$ cat src/cc20_pkg.sv
// shared types, constants and functions for the chacha20 stream cipher
// no dependencies; imported by every module of the block
package cc20_pkg;

  // chacha20 state constants, "expand 32-byte k"
  localparam logic [31:0] CC_C0 = 32'h61707865;
  localparam logic [31:0] CC_C1 = 32'h3320646e;
  localparam logic [31:0] CC_C2 = 32'h79622d32;
  localparam logic [31:0] CC_C3 = 32'h6b206574;

  // 20 rounds, alternating column and diagonal
  localparam int NUM_ROUNDS = 20;
  localparam int RND_W      = 5;
  localparam int NUM_WORDS  = 16;
  localparam int POS_W      = 4;

  // configuration port
  localparam int CFG_IDX_W  = 3;
  localparam int CFG_DATA_W = 64;

  localparam logic [CFG_IDX_W-1:0] REG_KEY_01    = 3'd0;
  localparam logic [CFG_IDX_W-1:0] REG_KEY_23    = 3'd1;
  localparam logic [CFG_IDX_W-1:0] REG_KEY_45    = 3'd2;
  localparam logic [CFG_IDX_W-1:0] REG_KEY_67    = 3'd3;
  localparam logic [CFG_IDX_W-1:0] REG_NONCE_01  = 3'd4;
  localparam logic [CFG_IDX_W-1:0] REG_NONCE_2   = 3'd5;
  localparam logic [CFG_IDX_W-1:0] REG_CTR_START = 3'd6;

  typedef enum logic [1:0] {
    ST_IDLE,
    ST_ROUND,
    ST_FEED,
    ST_EMIT
  } cc20_state_t;

  // commands from the controller to the datapath
  typedef struct packed {
    logic accept;       // input item taken this cycle
    logic load_init;    // start a new keystream block
    logic do_round;     // run one column or diagonal round
    logic diag;         // 1: diagonal round
    logic feed;         // feed-forward add into the keystream store
    logic emit_direct;  // load result from the accepted item
    logic emit_held;    // load result from the held word-zero item
  } cc20_cmd_t;

  typedef struct packed {
    logic [31:0] a;
    logic [31:0] b;
    logic [31:0] c;
    logic [31:0] d;
  } cc20_qr_t;

  function automatic logic [31:0] cc20_rol16(input logic [31:0] v);
    return {v[15:0], v[31:16]};
  endfunction

  function automatic logic [31:0] cc20_rol12(input logic [31:0] v);
    return {v[19:0], v[31:20]};
  endfunction

  function automatic logic [31:0] cc20_rol8(input logic [31:0] v);
    return {v[23:0], v[31:24]};
  endfunction

  function automatic logic [31:0] cc20_rol7(input logic [31:0] v);
    return {v[24:0], v[31:25]};
  endfunction

  // one full quarter round
  function automatic cc20_qr_t cc20_qround(input logic [31:0] a, input logic [31:0] b,
                                           input logic [31:0] c, input logic [31:0] d);
    logic [31:0] a1, b1, c1, d1, a2, b2, c2, d2;
    cc20_qr_t    r;
    a1 = a + b;
    d1 = cc20_rol16(d ^ a1);
    c1 = c + d1;
    b1 = cc20_rol12(b ^ c1);
    a2 = a1 + b1;
    d2 = cc20_rol8(d1 ^ a2);
    c2 = c1 + d2;
    b2 = cc20_rol7(b1 ^ c2);
    r.a = a2;
    r.b = b2;
    r.c = c2;
    r.d = d2;
    return r;
  endfunction

  function automatic logic [31:0] cc20_bswap(input logic [31:0] v);
    return {v[7:0], v[15:8], v[23:16], v[31:24]};
  endfunction

endpackage

$ cat src/cc20_ctrl.sv
// controller: sequences block build, round count and output handshake
// depends on cc20_pkg
module cc20_ctrl import cc20_pkg::*; (
  input  logic      clk,
  input  logic      rst_n,
  input  logic      in_valid,
  output logic      in_ready,
  output logic      out_valid,
  input  logic      out_ready,
  input  logic      pos_zero,
  output cc20_cmd_t cmd
);

  localparam logic [RND_W-1:0] LAST_ROUND = RND_W'(NUM_ROUNDS - 1);

  cc20_state_t      state_r, state_nxt;
  logic [RND_W-1:0] rnd_r, rnd_nxt;
  logic             out_valid_r, out_valid_nxt;
  logic             out_free;

  // output register can take a new item
  assign out_free  = !out_valid_r || out_ready;
  assign out_valid = out_valid_r;

  // next state
  always_comb begin
    state_nxt = state_r;
    unique case (state_r)
      ST_IDLE: begin
        if (in_valid && out_free && pos_zero) state_nxt = ST_ROUND;
      end
      ST_ROUND: begin
        if (rnd_r == LAST_ROUND) state_nxt = ST_FEED;
      end
      ST_FEED: begin
        state_nxt = ST_EMIT;
      end
      ST_EMIT: begin
        if (out_free) state_nxt = ST_IDLE;
      end
      default: state_nxt = ST_IDLE;
    endcase
  end

  // outputs and commands
  always_comb begin
    in_ready = 1'b0;
    cmd      = '0;
    unique case (state_r)
      ST_IDLE: begin
        in_ready        = out_free;
        cmd.accept      = in_valid && out_free;
        cmd.load_init   = in_valid && out_free && pos_zero;
        cmd.emit_direct = in_valid && out_free && !pos_zero;
      end
      ST_ROUND: begin
        cmd.do_round = 1'b1;
        cmd.diag     = rnd_r[0];
      end
      ST_FEED: begin
        cmd.feed = 1'b1;
      end
      ST_EMIT: begin
        cmd.emit_held = out_free;
      end
      default: ;
    endcase
  end

  // round counter and output valid
  always_comb begin
    rnd_nxt = cmd.do_round ? rnd_r + RND_W'(1) : '0;
    if (cmd.emit_direct || cmd.emit_held) begin
      out_valid_nxt = 1'b1;
    end else if (out_ready) begin
      out_valid_nxt = 1'b0;
    end else begin
      out_valid_nxt = out_valid_r;
    end
  end

  always_ff @(posedge clk) begin
    if (!rst_n) begin
      state_r     <= ST_IDLE;
      rnd_r       <= '0;
      out_valid_r <= 1'b0;
    end else begin
      state_r     <= state_nxt;
      rnd_r       <= rnd_nxt;
      out_valid_r <= out_valid_nxt;
    end
  end

endmodule

$ cat config.mk
export PLATFORM = sky130hd
export DESIGN_NAME = cc20_ctrl
export DESIGN_NICKNAME = d
export VERILOG_FILES = /design/src/cc20_pkg.sv /design/src/cc20_ctrl.sv
export SDC_FILE = /design/constraint.sdc
export NUM_CORES = 1
export LEC_CHECK = 0
export BUFFER_PORTS_ARGS = -buffer_cell sky130_fd_sc_hd__buf_2
export CORE_AREA = 3 3 40 42
export CTS_CLUSTER_DIAMETER = 60
export DETAILED_ROUTE_END_ITERATION = 8
export DIE_AREA = 0 0 43 45
export PLACE_DENSITY = 0.62
export SETUP_SLACK_MARGIN = 0.1
export SKIP_CTS_REPAIR_TIMING = 1
export SLEW_MARGIN = 15
export SYNTH_ARGS = -nofsm -noshare
export SYNTH_HDL_FRONTEND = slang
export SYNTH_SLANG_ARGS = --single-unit
$ cat constraint.sdc
create_clock -name clk -period 5.22 [get_ports clk]
set_clock_uncertainty 0.1 [all_clocks]
set_input_delay 0.783 -clock clk [delete_from_list [all_inputs] [get_ports clk]]
set_output_delay 0.783 -clock clk [all_outputs]
set_load 0.005 [all_outputs]
==> results of run 1 <==
-- stage by stage --
| stage | hold WS [ns] | std cells | total power [mW] |
|---|---|---|---|
| final | 0.357 | 78 | 0.208 |
| after CTS | 0.359 | 78 | 0.212 |
| after floorplan | 0.326 | 47 | 0.134 |
| after global placement | 0.343 | 75 | 0.163 |
| after detailed placement | 0.346 | 75 | 0.163 |
| after global routing | 0.404 | 78 | 0.224 |
-- per-layer routing --
layer	GRT usage (%)	wire [um]	part of all wire [%]	vias up
li1	-	-	-	192
met1	9.93	353	46	164
met2	13.2	396	51	3
met3	3.59	22	2.8	0
met4	7.23	0	0	0
met5	0	0	0	-
-- final cells by class --
| cell class | count | share of cell area (%) |
|---|---|---|
| inverter | 2 | 1.40 |
| clock buffer | 3 | 4.20 |
| timing repair buffer | 13 | 12.1 |
| multi-input combinational | 37 | 49.0 |
| tap | 15 | 3.50 |
| sequential | 8 | 29.8 |
-- worst register-to-register path, stage by stage, from the launching register on --
cell	delay, ns
sky130_fd_sc_hd__dfxtp_1	0.38
sky130_fd_sc_hd__inv_1	0.10
sky130_fd_sc_hd__ha_1	0.24
sky130_fd_sc_hd__or2_4	0.23
sky130_fd_sc_hd__a222oi_1	0.49
sky130_fd_sc_hd__mux2i_1	0.23
-- power breakdown --
part,internal [mW],total (mW),switching [mW]
Clock,0.0263,0.0476,0.0213
Combinational,0.0417,0.0823,0.0406
Sequential,0.0702,0.0782,0.00801
Total,0.138,0.208,0.0699
-- kinds of logic after synthesis --
kind of cell	after synthesis	share of synthesized area (%)
simple gates	23	27.3
flops	8	37.2
fa+ha+maj	6	17.4
compound gates	3	5.52
xor+xnor	3	6.11
buf+inv	2	1.74
mux	2	4.65
-- registers in the layout, indices dropped and copies added (netlist names) --
name,flops
rnd_r,5
out_valid,1
state_r,2
-- cell usage in the layout, fill, tap and decap left out, types with 2 or more instances in the layout --
cell / n
sky130_fd_sc_hd__and2_1: 2
sky130_fd_sc_hd__buf_2: 13
sky130_fd_sc_hd__clkbuf_4: 3
sky130_fd_sc_hd__dfxtp_1: 8
sky130_fd_sc_hd__ha_1: 6
sky130_fd_sc_hd__inv_1: 2
sky130_fd_sc_hd__mux2i_1: 2
sky130_fd_sc_hd__nand2_1: 6
sky130_fd_sc_hd__nand3_1: 2
sky130_fd_sc_hd__nor2_1: 6
sky130_fd_sc_hd__nor2b_1: 3
sky130_fd_sc_hd__xor2_1: 2
-- worst max path at each step --
stage | startpoint | to | cells past startpoint
floorplan | out_ready | cmd[5] | 3
global placement | out_ready | cmd[5] | 5
detailed placement | out_ready | cmd[5] | 5
CTS | out_ready | cmd[5] | 5
global route | out_ready | cmd[5] | 5
finish | out_ready | cmd[5] | 5
==> impl_metrics.ini, run 1 <==
[status]
outcome = finished, final reports clean

[cells_and_area]
post_route_cells_drive_above_1_share_pct = 27.0
fillCellCount = 129
sequential_cell_area_um2 = 160
finish.utilization_pct = 41.8
post-route-cell-area_um2 = 537
nNetsFinal = 76
multi_input_comb_area_um2 = 263
syn_to_final_growth_pct = 24.7
number_of_antenna_cells_inserted = 0

[yosys]
syn-instance-count = 47
synth-async-reset-ratio_pct = 0
post-synth-top-count-cell = sky130_fd_sc_hd__dfxtp_1
synth_seq_cells = 8
syn_avg_cell_area_um2 = 9.16
synth_largest_area_cell = sky130_fd_sc_hd__dfxtp_1
synth.net_count = 58
synth_edf_count = 0
synth_flop_cell = sky130_fd_sc_hd__dfxtp_1
yosys-top-cells-area = sky130_fd_sc_hd__dfxtp_1 37%, sky130_fd_sc_hd__ha_1 17%, sky130_fd_sc_hd__nand2_1 5.2%
yosysSeqAreaShare_pct = 37.2
synth_top_area_share_pct = 37.2
synth_area_um2 = 430
synth_cell_types = 18
synth_commonest_cells = 8 x sky130_fd_sc_hd__dfxtp_1, 6 x sky130_fd_sc_hd__ha_1, 6 x sky130_fd_sc_hd__nand2_1, 6 x sky130_fd_sc_hd__nor2_1, 3 x sky130_fd_sc_hd__nor2b_1
synth.yosys.warnings = 0

[critical_path]
cp.arrival_ns = 1.56
timing.critical_path.to_type = primary output
crit_path_frequent_cell = sky130_fd_sc_hd__buf_2
rr_endpoint = state_r[0]
critical_path_buf_inv_count = 2
worst-r2r-setup-slack_ns = 3.37
worst_setup_path_start_kind = primary input
cp_max_fo = 6
rr_worst_depth = 5
worstPathCellList = buf_2, nor2b_1, nor2_1, and2_1, buf_2
timing.rr.start = state_r[0]
timing.critical_path.slowest_cell_delay_ns = 0.30
setup_crit_path_kind = in2out
path_delay_family = simple AND/OR/NAND/NOR gates
slowest_library_cell_on_the_worst_path = sky130_fd_sc_hd__nor2b_1
cp_data_required_time_ns = 4.34

[routing]
antenna_violating_nets_post_route = 0
finalWirelength_um = 772
drtIter0Drc = 7
wl_per_cell_um = 9.90
detail_route.drc_violations = 0
avgViaCountPerCell = 4.60
num_vias = 359
detailedRoute.firstPassIterationCount = 4

[clocking]
clock_tree.buffer_depth = 2
clk_root_buffer_cell = sky130_fd_sc_hd__clkbuf_4
cts_tree = built
clk_pin_slew_ns = 0.05
clk-insertion-delay-late_ns = 0.25
cts.sink_count = 8
cts_max_level = 1
numCtsBuffers = 3

[sta]
worst_slew_pin_slew_ns = 0.555
period_needed_ns = 2.44
rsz0062_at_grt = no
timing_hold_violations_final = 0
slew_viol_final = 0
timing.slew.headroom_pct = 63.0
maxClockFrequency_mhz = 410
fin_tns_setup_ns = 0
finalSetupViolations = 0
final.period_utilization_pct = 46.8
final_setup_slack_of_the_worst_path_ns = 2.78

[min_path]
timing.hold.worst.start = rnd_r[0]
min_to = rnd_r[0]
hold_path_class = reg2reg
number_of_cells_on_the_worst_hold_path = 1

[grt]
globalRouteTotalUtil_pct = 8.84
grt_max_degree = 8
grt_pass1_wl_mm = 1.22
grt_pass1_vias = 322
grt.overflow.total = 0
number_of_antenna_violations_at_the_first_check_in_global_routing = 0

[placement]
hpwl_um = 604
port_buffers = 13
placement.cell_area_um2 = 514
final_replace_weighted_congestion = 0.722
worst_setup_slack_after_placement_ns = 2.77

[floorplanning]
floorplan.rows = 13
fp.coreArea_um2 = 1280
floorplan.initialDensity_pct = 33.5
num_io_pins = 14
die_y_um = 45
die_w_um = 43
fp.dieArea_um2 = 1940

[power]
static-leakage-power_nw = 0.261
peakVddDrop_mv = 0.139
p_per_area_nw_per_um2 = 388

[flow_run]
number_of_max_capacitance_violations_reported = 0
(Power assumes the default switching activity.)
==> inputs of run 2 (changes only) <==
--- a/config.mk
+++ b/config.mk
@@ -10,7 +10,7 @@
 export CTS_CLUSTER_DIAMETER = 60
 export DETAILED_ROUTE_END_ITERATION = 8
 export DIE_AREA = 0 0 43 45
-export PLACE_DENSITY = 0.62
+export PLACE_DENSITY = 0.64
 export SETUP_SLACK_MARGIN = 0.1
 export SKIP_CTS_REPAIR_TIMING = 1
 export SLEW_MARGIN = 15
==> constraint.sdc (replaced) <==
create_clock -name clk -period 2 [get_ports clk]
set_clock_uncertainty 0.1 [all_clocks]
set_input_delay 0.3 -clock clk [delete_from_list [all_inputs] [get_ports clk]]
set_output_delay 0.3 -clock clk [all_outputs]
set_load 0.005 [all_outputs]
==> run 2 against run 1 <==
Net effect:
- register-to-register slack worse by 3.1 ns
- largest power group unchanged
- final cell count grew 1.3%
- highest routed layer is now met4
- cell area rose by 1.4%
==> impl_metrics.ini, run 2 (synthesized netlist as in run 1, its figures left out) <==
[status]
outcome = finished, final reports clean

[sta]
whs_ns = 0.234
worst_slew_pin_slew_ns = 0.416
timing_hold_violations_final = 0
fin_tns_setup_ns = 0
final.period_utilization_pct = 89.9
maxClockFrequency_mhz = 556
rsz0062_at_grt = no
slew_viol_final = 0
timing.slew.headroom_pct = 72.2
finalSetupViolations = 0
period_needed_ns = 1.80

[critical_path]
crit_path_start = state_r[0]
cp-endpoint = cmd[5]
worst_setup_path_start_kind = register
cp.arrival_ns = 1.40
cp_data_required_time_ns = 1.60
rr_endpoint = state_r[1]
worst-r2r-setup-slack_ns = 0.24
cp_max_fo = 4
timing.rr.start = state_r[0]
setup_crit_path_kind = reg2out
timing.critical_path.to_type = primary output
rr_worst_depth = 6

[floorplanning]
floorplan.initialDensity_pct = 33.5
fp.coreArea_um2 = 1280
die_y_um = 45
die_w_um = 43
fp.dieArea_um2 = 1940
floorplan.rows = 13
num_io_pins = 14

[cells_and_area]
sequential_cell_area_um2 = 160
number_of_flip_flops_in_the_largest_register = 5
multi_input_comb_area_um2 = 263
fillCellCount = 131
syn_to_final_growth_pct = 26.5
largest-register = rnd_r
number_of_antenna_cells_inserted = 0
layout_commonest_cell = sky130_fd_sc_hd__buf_2
nNetsFinal = 77
post_route_cells_drive_above_1_share_pct = 28.1
commonest_cells_after_routing_fill_and_taps_aside = 13 x sky130_fd_sc_hd__buf_2, 8 x sky130_fd_sc_hd__dfxtp_1, 6 x sky130_fd_sc_hd__nand2_1, 6 x sky130_fd_sc_hd__nor2_1, 6 x sky130_fd_sc_hd__ha_1

[clocking]
cts.sink_count = 8
clk-insertion-delay-late_ns = 0.25
clk_pin_slew_ns = 0.05
clock_tree.buffer_depth = 2
cts_tree = built
cts_max_level = 1
clk_root_buffer_cell = sky130_fd_sc_hd__clkbuf_4
numCtsBuffers = 3

[placement]
final_replace_weighted_congestion = 0.740
port_buffers = 13
hpwl_um = 635

[routing]
drtIter0Drc = 4
detail_route.drc_violations = 0
wl_per_cell_um = 10.3
num_vias = 357
avgViaCountPerCell = 4.52
detailedRoute.firstPassIterationCount = 4
finalWirelength_um = 814
antenna_violating_nets_post_route = 0

[grt]
globalRouteTotalUtil_pct = 9.01
number_of_antenna_violations_at_the_first_check_in_global_routing = 0
grt_max_degree = 8
grt_pass1_vias = 319
grt.overflow.total = 0
grt_pass1_wl_mm = 1.26

[power]
totalPowerFinal_mw = 0.557
peakVddDrop_mv = 0.472
static-leakage-power_nw = 0.266
p_per_area_nw_per_um2 = 1020

[min_path]
hold_path_class = in2reg
timing.hold.worst.start = rst_n

[flow_run]
number_of_max_capacitance_violations_reported = 0
## run 2: cell types whose count changed in the layout (fill, tap and decap cells not counted), sizes merged
cell / before / now
buf: 13 / 14
## run 2: worst min path at each step
stage	to	slack [ns]	depth (start not counted)
6_report	out_valid	0.23	2
5_1_grt	out_valid	0.23	2
4_1_cts	out_valid	0.23	2
3_5_place_dp	rnd_r[0]	0.36	1
3_3_place_gp	rnd_r[0]	0.34	1
2_1_floorplan	rnd_r[0]	0.33	1
## run 2: per-stage QoR
step | setup slack [ns] | area (um^2) | util [%] | instances
finish | 0.202 | 544 | 42.4 | 79
global route | 0.101 | 544 | 42.4 | 79
floorplan | 0.336 | 430 | - | 47
CTS | 0.186 | 537 | 41.8 | 78
detailed placement | 0.195 | 514 | 40.0 | 75
global placement | 0.204 | 514 | 40.0 | 75
## run 2: area by class of cell
cell class              instances  share of cell area [%]
multi-input cells              37                    48.3
clock buffers                   3                    4.14
inverters                       2                    1.38
flip-flops and latches          8                    29.4
well taps                      15                    3.45
repair buffers                 14                    13.3
## run 2: where the power goes
part / switching, mW / internal (mW) / total, mW
sequential: 0.0199 / 0.183 / 0.203
clock: 0.0513 / 0.0684 / 0.120
combinational: 0.112 / 0.122 / 0.234
## run 2: worst max-delay path: stages, from the launching register on
cell                      delay (ns)
sky130_fd_sc_hd__dfxtp_1        0.37
sky130_fd_sc_hd__inv_1          0.10
sky130_fd_sc_hd__ha_1           0.24
sky130_fd_sc_hd__nand2_1        0.11
sky130_fd_sc_hd__nor2_1         0.06
sky130_fd_sc_hd__and2_1         0.16
sky130_fd_sc_hd__buf_2          0.12
## run 2: metal layers
| layer | up-vias | GRT usage, % | routed length, um |
|---|---|---|---|
| met1 | 154 | 8.47 | 341 |
| li1 | 191 | - | - |
| met3 | 4 | 4.78 | 45 |
| met2 | 8 | 15.6 | 413 |
| met5 | - | 0 | 0 |
| met4 | 0 | 5.42 | 14 |
